$ cat src/ftd_pkg.sv
// Shared types, constants and membership set indexes for the fuzzy turn decision block.
`default_nettype none
package ftd_pkg;

    localparam int GRADE_BITS = 12;
    localparam int GW         = GRADE_BITS + 1;
    localparam logic [GW-1:0] GRADE_ONE = {1'b1, {GRADE_BITS{1'b0}}};

    localparam int DIST_W     = 16;
    localparam int ANG_W      = 15;
    localparam int CMD_W      = 2;
    localparam int CFG_IDX_W  = 3;
    localparam int CFG_DATA_W = 16;

    localparam int DIST_BND_W  = 16;
    localparam int DIST_TOL_W  = 15;
    localparam int DIR_TOL_W   = 13;
    localparam int SIDE_TOL_W  = 13;
    localparam int BND_ANG_W   = 14;
    localparam int ANG_TOL_W   = 13;

    localparam logic [CFG_IDX_W-1:0] REG_DIST_BOUNDARY  = 3'd0;
    localparam logic [CFG_IDX_W-1:0] REG_DIST_TOLERANCE = 3'd1;
    localparam logic [CFG_IDX_W-1:0] REG_DIR_TOLERANCE  = 3'd2;
    localparam logic [CFG_IDX_W-1:0] REG_SIDE_TOLERANCE = 3'd3;
    localparam logic [CFG_IDX_W-1:0] REG_BOUNDARY_ANGLE = 3'd4;
    localparam logic [CFG_IDX_W-1:0] REG_ANGLE_TOLERANCE = 3'd5;

    localparam logic [DIST_BND_W-1:0] RST_DIST_BOUNDARY   = 16'd1024;
    localparam logic [DIST_TOL_W-1:0] RST_DIST_TOLERANCE  = 15'd256;
    localparam logic [DIR_TOL_W-1:0]  RST_DIR_TOLERANCE   = 13'd640;
    localparam logic [SIDE_TOL_W-1:0] RST_SIDE_TOLERANCE  = 13'd640;
    localparam logic [BND_ANG_W-1:0]  RST_BOUNDARY_ANGLE  = 14'd1920;
    localparam logic [ANG_TOL_W-1:0]  RST_ANGLE_TOLERANCE = 13'd320;

    // corner and coordinate arithmetic
    localparam int VW = 19;
    typedef logic signed [VW-1:0] t_val;
    localparam t_val DEG90   = 19'sd5760;
    localparam t_val DEG180  = 19'sd11520;
    localparam t_val VAL_MAX = {1'b0, {(VW-1){1'b1}}};

    // numerator and denominator width of one edge
    localparam int NW = 16;
    typedef logic [NW-1:0] t_num;

    localparam int DIV_STEPS  = 4;
    localparam int DIV_STAGES = (GRADE_BITS + DIV_STEPS - 1) / DIV_STEPS;

    localparam int NTRAP      = 16;
    localparam int TR_LO_DIST = 0;
    localparam int TR_HI_DIST = 1;
    localparam int TR_IN      = 2;
    localparam int TR_BACK_A  = 3;
    localparam int TR_BACK_B  = 4;
    localparam int TR_OUT_A   = 5;
    localparam int TR_OUT_B   = 6;
    localparam int TR_LEFT_A  = 7;
    localparam int TR_LEFT_B  = 8;
    localparam int TR_RIGHT_A = 9;
    localparam int TR_RIGHT_B = 10;
    localparam int TR_ZERO    = 11;
    localparam int TR_LOW_A   = 12;
    localparam int TR_LOW_B   = 13;
    localparam int TR_HIGH_A  = 14;
    localparam int TR_HIGH_B  = 15;

    typedef struct packed {
        t_val a;
        t_val b;
        t_val c;
        t_val d;
    } t_corners;

    typedef t_corners [NTRAP-1:0] t_corner_tab;

    typedef struct packed {
        logic full;
        t_num num;
        t_num den;
    } t_edge;

    typedef t_edge [NTRAP-1:0] t_edge_vec;

    typedef logic [GW-1:0] t_grade;
    typedef t_grade [NTRAP-1:0] t_grade_vec;

    typedef enum logic [CMD_W-1:0] {
        CMD_LEFT  = 2'd0,
        CMD_RIGHT = 2'd1,
        CMD_NONE  = 2'd2
    } t_cmd;

endpackage
`default_nettype wire

$ cat src/ftd_cfg.sv
// Configuration registers and the registered corner table of all membership sets.
`default_nettype none
module ftd_cfg (
    input  wire logic                               i_clk,
    input  wire logic                               i_rst_n,
    input  wire logic                               i_cfg_we,
    input  wire logic [ftd_pkg::CFG_IDX_W-1:0]      i_cfg_idx,
    input  wire logic [ftd_pkg::CFG_DATA_W-1:0]     i_cfg_data,
    output      ftd_pkg::t_corner_tab               o_corners
);

    logic [ftd_pkg::DIST_BND_W-1:0] r_dist_bnd;
    logic [ftd_pkg::DIST_TOL_W-1:0] r_dist_tol;
    logic [ftd_pkg::DIR_TOL_W-1:0]  r_dir_tol;
    logic [ftd_pkg::SIDE_TOL_W-1:0] r_side_tol;
    logic [ftd_pkg::BND_ANG_W-1:0]  r_bnd_ang;
    logic [ftd_pkg::ANG_TOL_W-1:0]  r_ang_tol;

    ftd_pkg::t_corner_tab r_corners;
    ftd_pkg::t_corner_tab n_corners;

    ftd_pkg::t_val w_db;
    ftd_pkg::t_val w_dt;
    ftd_pkg::t_val w_rt;
    ftd_pkg::t_val w_st;
    ftd_pkg::t_val w_ba;
    ftd_pkg::t_val w_at;

    always_ff @(posedge i_clk) begin
        if (!i_rst_n) begin
            r_dist_bnd <= ftd_pkg::RST_DIST_BOUNDARY;
            r_dist_tol <= ftd_pkg::RST_DIST_TOLERANCE;
            r_dir_tol  <= ftd_pkg::RST_DIR_TOLERANCE;
            r_side_tol <= ftd_pkg::RST_SIDE_TOLERANCE;
            r_bnd_ang  <= ftd_pkg::RST_BOUNDARY_ANGLE;
            r_ang_tol  <= ftd_pkg::RST_ANGLE_TOLERANCE;
        end else if (i_cfg_we) begin
            case (i_cfg_idx)
                ftd_pkg::REG_DIST_BOUNDARY:   r_dist_bnd <= i_cfg_data[ftd_pkg::DIST_BND_W-1:0];
                ftd_pkg::REG_DIST_TOLERANCE:  r_dist_tol <= i_cfg_data[ftd_pkg::DIST_TOL_W-1:0];
                ftd_pkg::REG_DIR_TOLERANCE:   r_dir_tol  <= i_cfg_data[ftd_pkg::DIR_TOL_W-1:0];
                ftd_pkg::REG_SIDE_TOLERANCE:  r_side_tol <= i_cfg_data[ftd_pkg::SIDE_TOL_W-1:0];
                ftd_pkg::REG_BOUNDARY_ANGLE:  r_bnd_ang  <= i_cfg_data[ftd_pkg::BND_ANG_W-1:0];
                ftd_pkg::REG_ANGLE_TOLERANCE: r_ang_tol  <= i_cfg_data[ftd_pkg::ANG_TOL_W-1:0];
                default: begin
                end
            endcase
        end
    end

    assign w_db = ftd_pkg::t_val'(r_dist_bnd);
    assign w_dt = ftd_pkg::t_val'(r_dist_tol);
    assign w_rt = ftd_pkg::t_val'(r_dir_tol);
    assign w_st = ftd_pkg::t_val'(r_side_tol);
    assign w_ba = ftd_pkg::t_val'(r_bnd_ang);
    assign w_at = ftd_pkg::t_val'(r_ang_tol);

    always_comb begin
        n_corners[ftd_pkg::TR_LO_DIST] = '{'0, '0, w_db - w_dt, w_db + w_dt};
        n_corners[ftd_pkg::TR_HI_DIST] = '{w_db - w_dt, w_db + w_dt,
                                           ftd_pkg::VAL_MAX, ftd_pkg::VAL_MAX};
        n_corners[ftd_pkg::TR_IN]      = '{-w_rt, w_rt,
                                           ftd_pkg::DEG90 - w_rt, ftd_pkg::DEG90 + w_rt};
        n_corners[ftd_pkg::TR_BACK_A]  = '{ftd_pkg::DEG90 - w_rt, ftd_pkg::DEG90 + w_rt,
                                           ftd_pkg::DEG180 - w_rt, ftd_pkg::DEG180 + w_rt};
        n_corners[ftd_pkg::TR_BACK_B]  = '{-ftd_pkg::DEG180 - w_rt, -ftd_pkg::DEG180 - w_rt,
                                           -ftd_pkg::DEG180 - w_rt, -ftd_pkg::DEG180 + w_rt};
        n_corners[ftd_pkg::TR_OUT_A]   = '{ftd_pkg::DEG180 - w_rt, ftd_pkg::DEG180 + w_rt,
                                           ftd_pkg::DEG180 + w_rt, ftd_pkg::DEG180 + w_rt};
        n_corners[ftd_pkg::TR_OUT_B]   = '{-ftd_pkg::DEG180 - w_rt, -ftd_pkg::DEG180 + w_rt,
                                           -w_rt, w_rt};
        n_corners[ftd_pkg::TR_LEFT_A]  = '{-ftd_pkg::DEG180, -ftd_pkg::DEG180,
                                           -ftd_pkg::DEG180, -ftd_pkg::DEG180 + w_st + w_st};
        n_corners[ftd_pkg::TR_LEFT_B]  = '{-w_st, w_st,
                                           ftd_pkg::DEG180 - w_st - w_st, ftd_pkg::DEG180};
        n_corners[ftd_pkg::TR_RIGHT_A] = '{ftd_pkg::DEG180 - w_st - w_st, ftd_pkg::DEG180,
                                           ftd_pkg::DEG180, ftd_pkg::DEG180};
        n_corners[ftd_pkg::TR_RIGHT_B] = '{-ftd_pkg::DEG180, -ftd_pkg::DEG180 + w_st + w_st,
                                           w_st, w_st};
        n_corners[ftd_pkg::TR_ZERO]    = '{-w_at, '0, '0, w_at};
        n_corners[ftd_pkg::TR_LOW_A]   = '{-w_ba - w_at, -w_ba + w_at, -w_at - w_at, '0};
        n_corners[ftd_pkg::TR_LOW_B]   = '{'0, w_at + w_at, w_ba - w_at, w_ba + w_at};
        n_corners[ftd_pkg::TR_HIGH_A]  = '{-ftd_pkg::DEG180, -ftd_pkg::DEG180,
                                           -w_ba - w_at, -w_ba + w_at};
        n_corners[ftd_pkg::TR_HIGH_B]  = '{w_ba - w_at, w_ba + w_at,
                                           ftd_pkg::DEG180, ftd_pkg::DEG180};
    end

    always_ff @(posedge i_clk) begin
        r_corners <= n_corners;
    end

    assign o_corners = r_corners;

endmodule
`default_nettype wire

$ cat config.mk
export PLATFORM = sky130hd
export DESIGN_NAME = ftd_cfg
export DESIGN_NICKNAME = d
export VERILOG_FILES = /design/src/ftd_pkg.sv /design/src/ftd_cfg.sv
export SDC_FILE = /design/constraint.sdc
export NUM_CORES = 1
export LEC_CHECK = 0
export ABC_CLOCK_PERIOD_IN_PS = 3400
export BUFFER_PORTS_ARGS = -buffer_cell sky130_fd_sc_hd__buf_2
export CORE_AREA = 2 2 476 478
export DETAILED_ROUTE_END_ITERATION = 16
export DIE_AREA = 0 0 478 480
export PLACE_DENSITY_LB_ADDON = 0.12
export SLEW_MARGIN = 5
export SYNTH_ARGS = -nofsm -noshare
export SYNTH_HDL_FRONTEND = slang
export SYNTH_SLANG_ARGS = --single-unit
export TNS_END_PERCENT = 30
$ cat constraint.sdc
create_clock -name i_clk -period 3.4 [get_ports i_clk]
set_clock_uncertainty 0.15 [all_clocks]
set_input_delay 0.17 -clock i_clk [delete_from_list [all_inputs] [get_ports i_clk]]
set_output_delay 0.17 -clock i_clk [all_outputs]
set_load 0.03 [all_outputs]
Word-level counts from Yosys, hierarchy flattened --
Index checks and enable logic that the tools add are counted.
Storage, ports and cells: register bits 438, word-level logic and storage cells 62
Cells by class: $add $sub $neg 22, equal/unequal tests 5, reductions and logical operators 7
Operators with widths (count):
- 13-bit negator with 19-bit output | 3
- 19-bit by 14-bit subtractor with 19-bit output | 2
- 15-bit by 14-bit adder with 16-bit output (first input constant) | 2
- 14-bit by 13-bit subtractor with 15-bit output (first input constant) | 2
- 19-bit by 14-bit adder with 19-bit output | 1
- 14-bit negator with 19-bit output | 1
- 16-bit by 14-bit adder with 17-bit output | 1
- 16-bit by 15-bit adder with 17-bit output | 1
- 16-bit by 15-bit subtractor with 17-bit output | 1
- 15-bit by 14-bit subtractor with 16-bit output | 1
- 15-bit by 14-bit subtractor with 16-bit output (first input constant) | 1
- 14-bit by 13-bit adder with 15-bit output | 1
- 14-bit by 13-bit adder with 15-bit output (first input constant) | 1
- 14-bit by 13-bit subtractor with 15-bit output | 1
- 13-bit by 13-bit adder with 14-bit output | 1
- 13-bit by 13-bit adder with 14-bit output (first input constant) | 1
- 13-bit by 13-bit subtractor with 14-bit output (first input constant) | 1
- 2-bit AND reduction | 6
- 3-bit by 2-bit == test with 1-bit output (second input constant) | 2
- 3-bit == test (second input constant) | 2
- 3-bit by 1-bit == test with 1-bit output (second input constant) | 1
- 3-bit logical NOT | 1

Depth between registers and ports, before layout --
word-level depth 2, gate-level depth with buffers 14

Worst setup path after synthesis --
Ideal clock, no wire load.
path type register to register, start reg r_ang_tol[1] in the netlist's numbering, end reg r_corners, in the netlist o_corners[945], library setup time 0.122 ns, arrival 3.252 ns, required time 3.128 ns, slack -0.124 ns, cell stages (with the launch flop) 14, path buffers 0, clock period less this slack 3.524 ns, path through dfxtp_1 -> inv_1 -> ha_1 -> nor3b_4 -> nand2_1 -> ha_1 -> xor2_1 -> nand3_1 -> a211oi_1 -> o41ai_1 -> nand3_1 -> nand2_1 -> a21o_1 -> a311o_1
RTL lines:
- start: declaration | line ftd_cfg.sv:17 | logic [ftd_pkg::ANG_TOL_W-1:0] r_ang_tol;
- start signal: assignment | line ftd_cfg.sv:36 | r_ang_tol <= ftd_pkg::RST_ANGLE_TOLERANCE;
- start signal: assignment | line ftd_cfg.sv:44 | ftd_pkg::REG_ANGLE_TOLERANCE: r_ang_tol <= i_cfg_data[ftd_pkg::ANG_TOL_W-1:0];
- end signal: assignment | line ftd_cfg.sv:90 | r_corners <= n_corners;
- end: declaration | line ftd_cfg.sv:19 | ftd_pkg::t_corner_tab r_corners;

==> reports/metrics.csv <==
stage;metric;value;unit
pwr;power_density;522;nW/um^2
clock_network;htree_levels;2;
outcome;status;complete, no violations;
timing;clock.fmax;304;MHz
grt;grt_use_met2;0.150;
grt;antenna_found_initial;8;
critical_path;crit_family;compound AO/OA/AOI/OAI gates;
critical_path;critPathKind;flip-flop to flip-flop;
drt;dr.pass1.iters;4;
timing;period_share;0.967;
logic_synthesis;yosysTopAreaCell;dfxtp_1;
drt;drtAntennaViolNets;0;
logic_synthesis;syn_area;22700;um^2
timing;maxSlewViolCount;0;
timing;final_hold_viol_count;0;
clock_network;clockBufferDepth;3;
critical_path;cp_max_fo;4;
logic_synthesis;synthFlopType;dfxtp_1;
drt;drt_iter0_markers;482;
die;ios;1238;
logic_synthesis;synth_warnings;0;
drt;drcViolationCount;0;
critical_path;crit_path_start_kind;flip-flop;
drt;via_per_inst;2.72;
logic_synthesis;syn_area_per_cell;8.68;um^2
logic_synthesis;synth-seq-area-share;0.314;
timing;tightest_slew;0.906;ns
placement;gp_congestion;0.716;
cells_and_area;final_cells;6149;
logic_synthesis;synth_area_leaders;dfxtp_1 (31%), buf_4 (31%), ha_1 (6.7%), xnor2_1 (4.3%), nand2_1 (3.7%);
grt;use_met1;0.0904;
logic_synthesis;netlist.area_leader.share;0.314;
critical_path;worstPathCellList;inv_1, ha_2, or3b_4, ha_1, xor2_1, nor2b_1, a221oi_2, o221ai_2, a221o_1, a32o_1, a31oi_2, xor2_1;
timing;setup_ws;0.113;ns
critical_path;arrival;3.70;ns
cells_and_area;area_growth;26.5;%
drt;wl;101000;um
die;die_x;478;um
clock_network;clk_latency;0.66;ns
drt;routed-via-count;16700;
placement;dpl.hpwl;83300;um
flow_run;drv_cap;0;
pwr;p_total;15000;uW
grt;grt_pass1_vias;15700;
grt;top_usage_layer;met2;
placement;place_inst;6027;
logic_synthesis;ys_types;82;
die;std_cell_rows;174;
logic_synthesis;synth_commonest_cells;buf_4 (945), dfxtp_1 (355), nand2_1 (226), inv_1 (143), ha_1 (121);
hold_path;hp-class;primary input to flip-flop;
cells_and_area;drive_gt1_frac;0.358;
critical_path;worstSetupEndpointType;flip-flop;
timing;slew_headroom;0.396;
clock_network;cts_buffers;50;
clock_network;path_clk_slew;0.06;ns
logic_synthesis;synth.most_common_cell;buf_4;
logic_synthesis;synth_edf_count;0;
grt;use_met3;0.0197;
logic_synthesis;netlist_instances;2610;
die;die_area;229000;um^2
timing;rsz0062_at_grt;true;
critical_path;required;3.81;ns
critical_path;cp_slowest_cell;or3b_4;
critical_path;crit_top_cell;xor2_1;
drt;drt-wirelength-per-cell;16.4;um
placement;numPortBuffers;736;
timing;min_period;3.29;ns
timing;setup_viol;0;
placement;place_ws;-0.288;ns
clock_network;clock-sinks;355;
logic_synthesis;synthArstFlopShare;0;
cells_and_area;nFillCells;25600;
cells_and_area;nets;3266;
grt;grt_max_degree;67;
grt;grtUsageTotal;0.0828;
die;core;224000;um^2
grt;grt_pass1_wl;131000;um
critical_path;rrSetupSlack;0.11;ns
grt;overflow;0;
clock_network;cts-root-buf;clkbuf_16;
die;initial_utilization;0.101;
die;dieHeight;480;um
pwr;p_leak;0.0134;uW
logic_synthesis;ys_ff_latch;355;
pwr;peakVddDrop;352;uV
clock_network;cts_tree;built;
critical_path;critPathMaxStageDelay;0.42;ns
critical_path;worst-path-buf-inv;1;
cells by family after synthesis:
| logic type | Yosys count | share of synthesized area |
|---|---|---|
| AOI/OAI and AO/OA | 298 | 0.0926 |
| xor gates and xnor gates | 166 | 0.0650 |
| adders and majority gates | 127 | 0.0721 |
| buffers and inverters | 1151 | 0.347 |
| DFF | 355 | 0.314 |
| muxes | 5 | 0.00232 |
| other | 2 | 0.000331 |
| and+or+nand+nor | 506 | 0.107 |
cells in the final DEF, fill, tap and decap left out, types with 23 or more instances in the layout:
cell,instances
a21boi_0,76
a21oi_1,55
buf_2,735
buf_4,206
clkbuf_16,50
conb_1,501
dfxtp_1,353
ha_1,111
inv_1,141
nand2_1,224
nand3_1,34
nor2_1,78
nor2b_1,26
nor3_1,45
o21ai_0,23
xnor2_1,108
xor2_1,46
metal layers:
layer,vias to the layer above,wire length (um),share of wire
met5,-,0,0
met4,0,4530,0.045
met3,127,6700,0.067
met2,863,50800,0.50
met1,7741,38600,0.38
li1,7976,-,-
worst register-to-register path, stage by stage, from the launching register on:
cell,delay (ns)
dfxtp_1,0.33
inv_1,0.07
ha_2,0.20
or3b_4,0.42
ha_1,0.31
xor2_1,0.16
nor2b_1,0.16
a221oi_2,0.31
o221ai_2,0.16
a221o_1,0.35
a32o_1,0.28
a31oi_2,0.18
xor2_1,0.15
final timing paths:
kind                              start                         to  cells past startpoint
max          r_side_tol[0]$_SDFFE_PN0P_     o_corners[754]$_DFF_P_                     12
min                        i_cfg_idx[2]  r_bnd_ang[7]$_SDFFE_PN1P_                      5
max reg2reg  r_side_tol[0]$_SDFFE_PN0P_     o_corners[754]$_DFF_P_                     12
min reg2reg  r_side_tol[0]$_SDFFE_PN0P_     o_corners[799]$_DFF_P_                      0
stage by stage:
stage	TNS, ns	util	area (um^2)	hold slack, ns
final	0	0.128	28700	0.0388
after global routing	-0.291	0.128	28700	0.0328
after CTS	-0.102	0.126	28200	0.0155
after detailed placement	-1.72	0.117	26100	0.233
after global placement	-1.69	0.117	26100	0.230
after floorplan	0	-	24500	0.144
repair_timing:
action | in CTS | in global routing
endpoints found under the setup margin | 20 | 32
hold buffers | 19 | 0
setup buffers | 0 | 11
gates resized for setup | 18 | 66
endpoints found under the hold margin | 84 | 0
pin swaps | 4 | 21
registers in the layout (all words and copies together), names as in the netlist:
| name | count |
|---|---|
| o_corners | 271 |
| r_ang_tol | 13 |
| r_bnd_ang | 14 |
| r_dir_tol | 13 |
| r_dist_bnd | 16 |
| r_dist_tol | 15 |
| r_side_tol | 13 |
power breakdown:
part	internal, uW	switching (uW)
Combinational	1040	3160
Clock	3650	2300
Sequential	4470	346
Total	9160	5810
cell type report:
class	instances	area (um^2)	share of cell area
inverter	146	548	0.0191
clock inverter	25	432	0.0150
antenna	5	12.5	0.000436
clock buffer	62	1390	0.0483
multi-input combinational	1603	10000	0.349
tap	2992	3740	0.131
sequential	355	7110	0.248
timing repair buffer	961	5440	0.189
Power figures use the tool's default switching activity.
