--- src/ftd_pkg.sv ---
// Shared types, constants and membership set indexes for the fuzzy turn decision block.
`default_nettype none
package ftd_pkg;

    localparam int GRADE_BITS = 12;
    localparam int GW         = GRADE_BITS + 1;
    localparam logic [GW-1:0] GRADE_ONE = {1'b1, {GRADE_BITS{1'b0}}};

    localparam int DIST_W     = 16;
    localparam int ANG_W      = 15;
    localparam int CMD_W      = 2;
    localparam int CFG_IDX_W  = 3;
    localparam int CFG_DATA_W = 16;

    localparam int DIST_BND_W  = 16;
    localparam int DIST_TOL_W  = 15;
    localparam int DIR_TOL_W   = 13;
    localparam int SIDE_TOL_W  = 13;
    localparam int BND_ANG_W   = 14;
    localparam int ANG_TOL_W   = 13;

    localparam logic [CFG_IDX_W-1:0] REG_DIST_BOUNDARY  = 3'd0;
    localparam logic [CFG_IDX_W-1:0] REG_DIST_TOLERANCE = 3'd1;
    localparam logic [CFG_IDX_W-1:0] REG_DIR_TOLERANCE  = 3'd2;
    localparam logic [CFG_IDX_W-1:0] REG_SIDE_TOLERANCE = 3'd3;
    localparam logic [CFG_IDX_W-1:0] REG_BOUNDARY_ANGLE = 3'd4;
    localparam logic [CFG_IDX_W-1:0] REG_ANGLE_TOLERANCE = 3'd5;

    localparam logic [DIST_BND_W-1:0] RST_DIST_BOUNDARY   = 16'd1024;
    localparam logic [DIST_TOL_W-1:0] RST_DIST_TOLERANCE  = 15'd256;
    localparam logic [DIR_TOL_W-1:0]  RST_DIR_TOLERANCE   = 13'd640;
    localparam logic [SIDE_TOL_W-1:0] RST_SIDE_TOLERANCE  = 13'd640;
    localparam logic [BND_ANG_W-1:0]  RST_BOUNDARY_ANGLE  = 14'd1920;
    localparam logic [ANG_TOL_W-1:0]  RST_ANGLE_TOLERANCE = 13'd320;

    // corner and coordinate arithmetic
    localparam int VW = 19;
    typedef logic signed [VW-1:0] t_val;
    localparam t_val DEG90   = 19'sd5760;
    localparam t_val DEG180  = 19'sd11520;
    localparam t_val VAL_MAX = {1'b0, {(VW-1){1'b1}}};

    // numerator and denominator width of one edge
    localparam int NW = 16;
    typedef logic [NW-1:0] t_num;

    localparam int DIV_STEPS  = 4;
    localparam int DIV_STAGES = (GRADE_BITS + DIV_STEPS - 1) / DIV_STEPS;

    localparam int NTRAP      = 16;
    localparam int TR_LO_DIST = 0;
    localparam int TR_HI_DIST = 1;
    localparam int TR_IN      = 2;
    localparam int TR_BACK_A  = 3;
    localparam int TR_BACK_B  = 4;
    localparam int TR_OUT_A   = 5;
    localparam int TR_OUT_B   = 6;
    localparam int TR_LEFT_A  = 7;
    localparam int TR_LEFT_B  = 8;
    localparam int TR_RIGHT_A = 9;
    localparam int TR_RIGHT_B = 10;
    localparam int TR_ZERO    = 11;
    localparam int TR_LOW_A   = 12;
    localparam int TR_LOW_B   = 13;
    localparam int TR_HIGH_A  = 14;
    localparam int TR_HIGH_B  = 15;

    typedef struct packed {
        t_val a;
        t_val b;
        t_val c;
        t_val d;
    } t_corners;

    typedef t_corners [NTRAP-1:0] t_corner_tab;

    typedef struct packed {
        logic full;
        t_num num;
        t_num den;
    } t_edge;

    typedef t_edge [NTRAP-1:0] t_edge_vec;

    typedef logic [GW-1:0] t_grade;
    typedef t_grade [NTRAP-1:0] t_grade_vec;

    typedef enum logic [CMD_W-1:0] {
        CMD_LEFT  = 2'd0,
        CMD_RIGHT = 2'd1,
        CMD_NONE  = 2'd2
    } t_cmd;

endpackage
`default_nettype wire

--- src/ftd_out_if.sv ---
// Output channel carrying one turn decision with its rule strengths.
`default_nettype none
interface ftd_out_if;
    logic                         valid;
    logic                         ready;
    logic [ftd_pkg::CMD_W-1:0]    command;
    logic [ftd_pkg::GW-1:0]       left_strength;
    logic [ftd_pkg::GW-1:0]       right_strength;
    logic [ftd_pkg::GW-1:0]       straight_strength;

    modport source (output valid, command, left_strength, right_strength, straight_strength,
                    input ready);
    modport sink   (input valid, command, left_strength, right_strength, straight_strength,
                    output ready);
endinterface
`default_nettype wire

--- src/ftd_rules.sv ---
// Compound sets, min/max rule evaluation and command selection with the output register.
`default_nettype none
module ftd_rules (
    input  wire logic                  i_clk,
    input  wire logic                  i_rst_n,
    input  wire logic                  i_valid,
    output      logic                  o_ready,
    input  wire ftd_pkg::t_grade_vec   i_grades,
    ftd_out_if.source                  o_result
);

    function automatic ftd_pkg::t_grade gmin(input ftd_pkg::t_grade a, input ftd_pkg::t_grade b);
        return (a < b) ? a : b;
    endfunction

    function automatic ftd_pkg::t_grade gmax(input ftd_pkg::t_grade a, input ftd_pkg::t_grade b);
        return (a > b) ? a : b;
    endfunction

    logic r_va;
    logic r_vb;
    logic r_vc;
    logic w_en_a;
    logic w_en_b;
    logic w_en_c;

    ftd_pkg::t_grade r_lo, r_hi, r_in, r_back, r_out, r_left, r_right, r_zero, r_low, r_high;
    ftd_pkg::t_grade r_nz;
    ftd_pkg::t_grade r_l, r_r, r_s;
    ftd_pkg::t_grade n_l, n_r, n_s;
    ftd_pkg::t_grade r_l_out, r_r_out, r_s_out;
    ftd_pkg::t_cmd   r_cmd;
    ftd_pkg::t_cmd   n_cmd;

    assign w_en_c  = !r_vc || o_result.ready;
    assign w_en_b  = !r_vb || w_en_c;
    assign w_en_a  = !r_va || w_en_b;
    assign o_ready = w_en_a;

    always_ff @(posedge i_clk) begin
        if (!i_rst_n) begin
            r_va <= 1'b0;
            r_vb <= 1'b0;
            r_vc <= 1'b0;
        end else begin
            if (w_en_a) begin
                r_va <= i_valid;
            end
            if (w_en_b) begin
                r_vb <= r_va;
            end
            if (w_en_c) begin
                r_vc <= r_vb;
            end
        end
    end

    always_ff @(posedge i_clk) begin
        if (w_en_a) begin
            r_lo    <= i_grades[ftd_pkg::TR_LO_DIST];
            r_hi    <= i_grades[ftd_pkg::TR_HI_DIST];
            r_in    <= i_grades[ftd_pkg::TR_IN];
            r_back  <= gmax(i_grades[ftd_pkg::TR_BACK_A], i_grades[ftd_pkg::TR_BACK_B]);
            r_out   <= gmax(i_grades[ftd_pkg::TR_OUT_A], i_grades[ftd_pkg::TR_OUT_B]);
            r_left  <= gmax(i_grades[ftd_pkg::TR_LEFT_A], i_grades[ftd_pkg::TR_LEFT_B]);
            r_right <= gmax(i_grades[ftd_pkg::TR_RIGHT_A], i_grades[ftd_pkg::TR_RIGHT_B]);
            r_zero  <= i_grades[ftd_pkg::TR_ZERO];
            r_low   <= gmax(i_grades[ftd_pkg::TR_LOW_A], i_grades[ftd_pkg::TR_LOW_B]);
            r_high  <= gmax(i_grades[ftd_pkg::TR_HIGH_A], i_grades[ftd_pkg::TR_HIGH_B]);
            r_nz    <= ftd_pkg::GRADE_ONE - i_grades[ftd_pkg::TR_ZERO];
        end
        if (w_en_b) begin
            r_l <= n_l;
            r_r <= n_r;
            r_s <= n_s;
        end
        if (w_en_c) begin
            r_l_out <= r_l;
            r_r_out <= r_r;
            r_s_out <= r_s;
            r_cmd   <= n_cmd;
        end
    end

    always_comb begin
        n_l = gmax(gmax(gmax(gmin(r_back, gmin(r_nz, r_left)),
                             gmin(gmin(r_hi, r_in), gmin(r_low, r_right))),
                        gmax(gmin(r_hi, gmin(r_out, r_right)),
                             gmin(r_hi, gmin(r_zero, r_right)))),
                   gmax(gmax(gmin(gmin(r_lo, r_in), gmin(r_low, r_left)),
                             gmin(gmin(r_lo, r_in), gmin(r_high, r_left))),
                        gmax(gmin(gmin(r_lo, r_out), gmin(r_low, r_right)),
                             gmin(gmin(r_lo, r_out), gmin(r_high, r_right)))));
        n_r = gmax(gmax(gmax(gmin(r_back, gmin(r_nz, r_right)),
                             gmin(gmin(r_hi, r_in), gmin(r_low, r_left))),
                        gmax(gmin(r_hi, gmin(r_out, r_left)),
                             gmin(r_hi, gmin(r_zero, r_left)))),
                   gmax(gmax(gmin(gmin(r_lo, r_in), gmin(r_low, r_right)),
                             gmin(gmin(r_lo, r_in), gmin(r_high, r_right))),
                        gmax(gmin(gmin(r_lo, r_out), gmin(r_low, r_left)),
                             gmin(gmin(r_lo, r_out), gmin(r_high, r_left)))));
        n_s = gmax(gmin(r_hi, gmin(r_in, r_high)), gmin(r_lo, r_zero));
    end

    always_comb begin
        if (r_l >= r_r && r_l >= r_s) begin
            n_cmd = ftd_pkg::CMD_LEFT;
        end else if (r_r >= r_l && r_r >= r_s) begin
            n_cmd = ftd_pkg::CMD_RIGHT;
        end else begin
            n_cmd = ftd_pkg::CMD_NONE;
        end
    end

    assign o_result.valid             = r_vc;
    assign o_result.command           = r_cmd;
    assign o_result.left_strength     = r_l_out;
    assign o_result.right_strength    = r_r_out;
    assign o_result.straight_strength = r_s_out;

endmodule
`default_nettype wire

--- src/flat_wrapper.sv ---
// flat-port wrapper written by rule: the top's interface ports become plain ports
module ftd_rules_flat 
  (i_clk, i_rst_n, i_valid, o_ready, i_grades, o_result_valid, o_result_command, o_result_left_strength, o_result_right_strength, o_result_straight_strength, o_result_ready);
  ftd_out_if o_result_i ();
  input  wire logic i_clk;
  input  wire logic i_rst_n;
  input  wire logic i_valid;
  output      logic o_ready;
  input  wire ftd_pkg::t_grade_vec i_grades;
  output wire logic [$bits(o_result_i.valid)-1:0] o_result_valid;
  output wire logic [$bits(o_result_i.command)-1:0] o_result_command;
  output wire logic [$bits(o_result_i.left_strength)-1:0] o_result_left_strength;
  output wire logic [$bits(o_result_i.right_strength)-1:0] o_result_right_strength;
  output wire logic [$bits(o_result_i.straight_strength)-1:0] o_result_straight_strength;
  input wire logic [$bits(o_result_i.ready)-1:0] o_result_ready;
  assign o_result_valid = o_result_i.valid;
  assign o_result_command = o_result_i.command;
  assign o_result_left_strength = o_result_i.left_strength;
  assign o_result_right_strength = o_result_i.right_strength;
  assign o_result_straight_strength = o_result_i.straight_strength;
  assign o_result_i.ready = o_result_ready;
  ftd_rules u_core (.i_clk(i_clk), .i_rst_n(i_rst_n), .i_valid(i_valid), .o_ready(o_ready), .i_grades(i_grades), .o_result(o_result_i));
endmodule
--- config.mk ---
export PLATFORM = sky130hd
export DESIGN_NAME = ftd_rules_flat
export DESIGN_NICKNAME = d
export VERILOG_FILES = /design/src/ftd_pkg.sv /design/src/ftd_out_if.sv /design/src/ftd_rules.sv /design/src/flat_wrapper.sv
export SDC_FILE = /design/constraint.sdc
export NUM_CORES = 2
export LEC_CHECK = 0
export BUFFER_PORTS_ARGS = -buffer_cell sky130_fd_sc_hd__buf_2
export CAP_MARGIN = 0
export CORE_MARGIN = 5
export CORE_UTILIZATION = 46
export CTS_CLUSTER_DIAMETER = 50
export DETAILED_ROUTE_END_ITERATION = 8
export PLACE_DENSITY = 0.67
export SLEW_MARGIN = 30
export SYNTH_ARGS = -nofsm -noshare
export SYNTH_HDL_FRONTEND = slang
export SYNTH_SLANG_ARGS = --single-unit
--- constraint.sdc ---
create_clock -name i_clk -period 12.55 [get_ports i_clk]
set_clock_uncertainty 0.05 [all_clocks]
set_input_delay 2.51 -clock i_clk [delete_from_list [all_inputs] [get_ports i_clk]]
set_output_delay 2.51 -clock i_clk [all_outputs]
set_load 0.05 [all_outputs]
==> Yosys cells after proc, flatten, opt, wreduce, memory -nomap -nowiden <==
Cells that the tools add are included.
{ "totals": {"regBits": 226, "input_bits": 212, "output_inout_bits": 43, "elab_cells": 141} }
{ "op_classes": {"add_sub_neg": 1, "magnitude_cmp": 57, "mux": 54, "n_reduce_logical": 8} }
{ "op_table": {"columns": ["operator", "count"], "rows": [
  ["$mux W13", 53],
  ["$lt A13 B13 Y1", 32],
  ["$gt A13 B13 Y1", 21],
  ["$ge A13 B13 Y1", 4],
  ["$sub A13 B13 Y13 const A", 1],
  ["$logic_not A1 Y1", 3],
  ["$logic_or A1 B1 Y1", 3],
  ["$logic_and A1 B1 Y1", 2],
  ["$mux W2", 1]
]} }

==> Logic depth before layout (Yosys ltp) <==
{ "logic_depth": {"word_depth": 10, "mapped_depth": 64, "mapped_depth_nobuf": 57} }

==> Worst setup path after synthesis <==
Ideal clock, no wire load.
{ "synth_path": {"kind": "reg-to-reg", "start": "register u_core.r_right[10]", "end": "register u_core.r_l[0] (data pin)", "setup_ns": 0.270, "arrival_ns": 11.414, "required_time_ns": 12.230, "slack_ns": 0.816, "stages_incl_launch_ff": 49, "path_buffers": 5, "synth_period_minus_slack_ns": 11.734, "cell_sequence": "edfxtp_1 inv_1 ha_1 a21o_1 a211oi_1 nand2b_1 o21bai_1 clkbuf_1 clkbuf_1 nor2_1 a21oi_1 ha_1 and3_1 a221o_1 a21oi_1 o21ai_0 a21oi_1 clkbuf_1 [... 13 more ...] o2111ai_1 a21o_1 clkbuf_1 mux2i_1 ha_1 nor2b_1 o21a_1 o21a_1 o21ai_0 a21oi_1 o31a_1 o21a_1 o21a_1 o211ai_1 and2_1 clkbuf_1 a211o_1 o211ai_1"} }
{ "synth_between": {"elab_chain_len": 10, "word_cells_on_any_way": 30, "classes_between": "order compare: 15; mux: 15"} }
{ "synth_lines": {"columns": ["element", "line_no", "text"], "rows": [
  ["start: declaration", "ftd_rules.sv:27", "ftd_pkg::t_grade r_lo, r_hi, r_in, r_back, r_out, r_left, r_right, r_zero, r_low, r_high;"],
  ["start signal: assignment", "ftd_rules.sv:66", "r_right <= gmax(i_grades[ftd_pkg::TR_RIGHT_A], i_grades[ftd_pkg::TR_RIGHT_B]);"],
  ["$lt A13 B13 Y1", "ftd_rules.sv:13", "return (a < b) ? a : b;"],
  ["$mux W13", "ftd_rules.sv:13", null],
  ["$lt A13 B13 Y1", "ftd_rules.sv:13", null],
  ["$mux W13", "ftd_rules.sv:13", null],
  ["$gt A13 B13 Y1", "ftd_rules.sv:17", "return (a > b) ? a : b;"],
  ["$mux W13", "ftd_rules.sv:17", null],
  ["$gt A13 B13 Y1", "ftd_rules.sv:17", null],
  ["$mux W13", "ftd_rules.sv:17", null],
  ["$gt A13 B13 Y1", "ftd_rules.sv:17", null],
  ["$mux W13 (*)", "ftd_rules.sv:17", null],
  ["named net u_core.n_l[0]", "ftd_rules.sv:30", "ftd_pkg::t_grade n_l, n_r, n_s;"],
  ["end signal: assignment", "ftd_rules.sv:73", "r_l <= n_l;"],
  ["end: declaration", "ftd_rules.sv:29", "ftd_pkg::t_grade r_l, r_r, r_s;"]
]} }
Mark *: on every way through the listed nets, which the timed path passes. The rest lies on a longest branch.
A chain may end at the register's enable or synchronous reset.

==> Worst setup path in the final report <==
{ "layout_path": {"start": "register u_core.r_out[10]", "end": "register u_core.r_l[4] (data pin)"} }
{ "layout_between": {"elab_chain_len": 10, "word_cells_on_any_way": 20, "classes_between": "order compare: 10; mux: 10"} }
{ "layout_lines": {"columns": ["element", "line_no", "text"], "rows": [
  ["start: declaration", "ftd_rules.sv:27", null],
  ["start signal: assignment", "ftd_rules.sv:64", "r_out <= gmax(i_grades[ftd_pkg::TR_OUT_A], i_grades[ftd_pkg::TR_OUT_B]);"],
  ["$lt A13 B13 Y1", "ftd_rules.sv:13", null],
  ["$mux W13", "ftd_rules.sv:13", null],
  ["$lt A13 B13 Y1", "ftd_rules.sv:13", null],
  ["$mux W13", "ftd_rules.sv:13", null],
  ["$gt A13 B13 Y1", "ftd_rules.sv:17", null],
  ["$mux W13", "ftd_rules.sv:17", null],
  ["$gt A13 B13 Y1", "ftd_rules.sv:17", null],
  ["$mux W13", "ftd_rules.sv:17", null],
  ["$gt A13 B13 Y1", "ftd_rules.sv:17", null],
  ["$mux W13 (*)", "ftd_rules.sv:17", null],
  ["named net u_core.n_l[4]", "ftd_rules.sv:30", null]
]} }
Marked as above.

==> results_dict.tcl <==
set metrics [dict create \
    status "finished with violations" \
    violations "DRC" \
    worst_slack_ns 0.399 \
    ys_seq_area_share_pct 20.6 \
    nets 5230 \
    synth_commonest_cells "647 x ha_1, 355 x inv_1, 306 x a21oi_1" \
    netlist.area_leader.share_pct 24.8 \
    yosysMostFrequentCell "ha_1" \
    yosysWarnings 0 \
    synth_seq_cells 225 \
    io_pins 255 \
    max_stage_delay_ns 0.66 \
    hpwl_mm 137 \
    floorplan.initialDensity_pct 46.5 \
    cts_tree "built" \
    worst_pin_slew_ns 1.17 \
    clk_latency_ns 0.59 \
    r2r-start "u_core.r_out[10]$_DFFE_PP_" \
    drt_iter0_markers 4527 \
    path_class "reg -> reg" \
    critPathBufInv 6 \
    synth.area.top_cells "ha_1 25%, edfxtp_1 20%, mux2i_1 5.4%, mux2_2 5.0%, a21oi_1 4.7%" \
    rows 97 \
    clock.fmax_ghz 0.0823 \
    dp.cells 5244 \
    port_buffers 254 \
    core_area_um2 70100 \
    rrSetupSlack_ns 0.40 \
    hold_end "u_core.o_result.straight_strength[5]$_DFFE_PP_" \
    crit_family "compound AO/OA/AOI/OAI gates" \
    place_ws_ns 0.0201 \
    wl_per_cell_um 31.0 \
    synth_area_per_cell_um2 8.70 \
    clk_pin_slew_worst_paths_ns 0.05 \
    fin_util_pct 56.4 \
    grt_start_max_net_pins 143 \
    drive_gt1_share_pct 23.3 \
    grt_overflow 0 \
    htreeDepth 2 \
    worstReg2RegEnd "u_core.r_l[4]$_DFFE_PP_" \
    drc 5 \
    required_ns 12.84 \
    synthDistinctLibCells 98 \
    hp-class "reg -> reg" \
    finalMaxSlewViolations 0 \
    die_w_um 276 \
    setup_viol 0 \
    grt_usage_pct 41.1 \
    hold_slack_ns 0.398 \
    start_kind "flip-flop" \
    critPathSlowestCell "a222oi_1" \
    ys.flop_type "edfxtp_1" \
    vias 34563 \
    cp-startpoint "u_core.r_out[10]$_DFFE_PP_" \
    syn-instance-count 3752 \
    r2r_cells 50 \
    first_global_vias 32367 \
    antenna_found_initial 1 \
    hp-start "u_core.r_s[5]$_DFFE_PP_" \
    synthToLayoutAreaGrowth_pct 21.2 \
    yosys.area.top_type "ha_1" \
    numCtsBuffers 39 \
    endpoint_kind "flip-flop" \
    place.gp.congestion 1.13 \
    netlist_area_um2 32600 \
    arrival_ns 12.44 \
    slew_headroom_pct 21.8 \
    root_buffer "clkbuf_16" \
    die_area_um2 76400 \
    n_antenna_cell 0 \
    viasPerCell 6.47 \
    drv_cap 0 \
    routed_wl_mm 166 \
    dieHeight_um 276 \
    cts_max_path_buffers 3 \
    post-route-period-util_pct 96.8 \
    dr.pass1.iters 9 \
    synthArstFlopShare_pct 0 \
    antenna_left 0 \
    synth_fp_nets 4611 \
    post_layout_nonfiller_instances 5342 \
    grt_pass1_wl_mm 231 \
    finalCriticalPeriod_ns 12.15 \
    cts_sinks 225 \
    hold_viol_final 0 \
    cp_max_fo 8 \
    synth_edf_count 222 \
    hold_depth 0 \
]
-- through the flow --
stage	instance area [um^2]	setup TNS [ns]
final	39600	0
after global routing	39600	-0.227
after CTS	39100	0
after detailed placement	37700	0
after global placement	37700	0
after floorplan	32600	0
-- worst max-delay path by stage --
stage,to,slack (ns),depth (start not counted)
after global placement,u_core.r_r[5]$_DFFE_PP_,0.1,52
after global routing,u_core.r_l[4]$_DFFE_PP_,-0.05,55
final,u_core.r_l[4]$_DFFE_PP_,0.40,50
after CTS,u_core.r_r[6]$_DFFE_PP_,0.002,55
after detailed placement,u_core.r_r[6]$_DFFE_PP_,0.02,53
after floorplan,u_core.r_l[0]$_DFFE_PP_,0.82,48
-- cells by family (layout without fill, tap and decap cells) --
kind of cell             Yosys count  in the layout  synth area share, %
XOR/XNOR                          25             25                0.671
AO/OA/AOI/OAI                   1169           1169                 24.2
flip-flops                       225            225                 20.6
multiplexers                     327            327                 10.7
AND/OR/NAND/NOR                  883            883                 13.2
adder cells (fa/ha/maj)          659            659                 25.2
buffers and inverters            464           1114                 5.48
-- metal layers --
| layer | vias to the layer above | routed length [um] | global-route usage [%] |
|---|---|---|---|
| met5 | - | 0 | 0 |
| met4 | 0 | 12800 | 24.1 |
| met3 | 573 | 20600 | 10.7 |
| met2 | 2293 | 65600 | 59.1 |
| met1 | 16163 | 66800 | 55.4 |
| li1 | 15534 | - | - |
-- cells in the final DEF, fill, tap and decap left out, drive strengths merged, types with 131 or more instances in the layout --
master | Yosys | routed
nor2 | 237 | 237
mux2 | 146 | 146
ha | 647 | 647
nand2 | 217 | 217
o21ai | 259 | 259
a21o | 131 | 131
mux2i | 181 | 181
edfxtp | 222 | 222
inv | 358 | 366
buf | 29 | 683
a21oi | 307 | 307
-- final cells by class --
class	count	area, um^2
clock inverter	30	372
tap	940	1180
clock buffer	42	987
sequential	225	6730
fill	6596	30600
timing repair buffer	683	4520
multi-input combinational	3063	24400
inverter	359	1370
-- repair_timing --
item | in CTS | in global routing
setup endpoints to repair | 3 | 26
hold endpoints to repair | 0 | 0
setup buffers | 0 | 26
hold buffers | 0 | 0
pin swaps | 1 | 5
resized for setup | 1 | 53
Power is left out: the tool's default activity adds up to more than one toggle a clock period on the data nets, which glitch-free logic cannot reach.
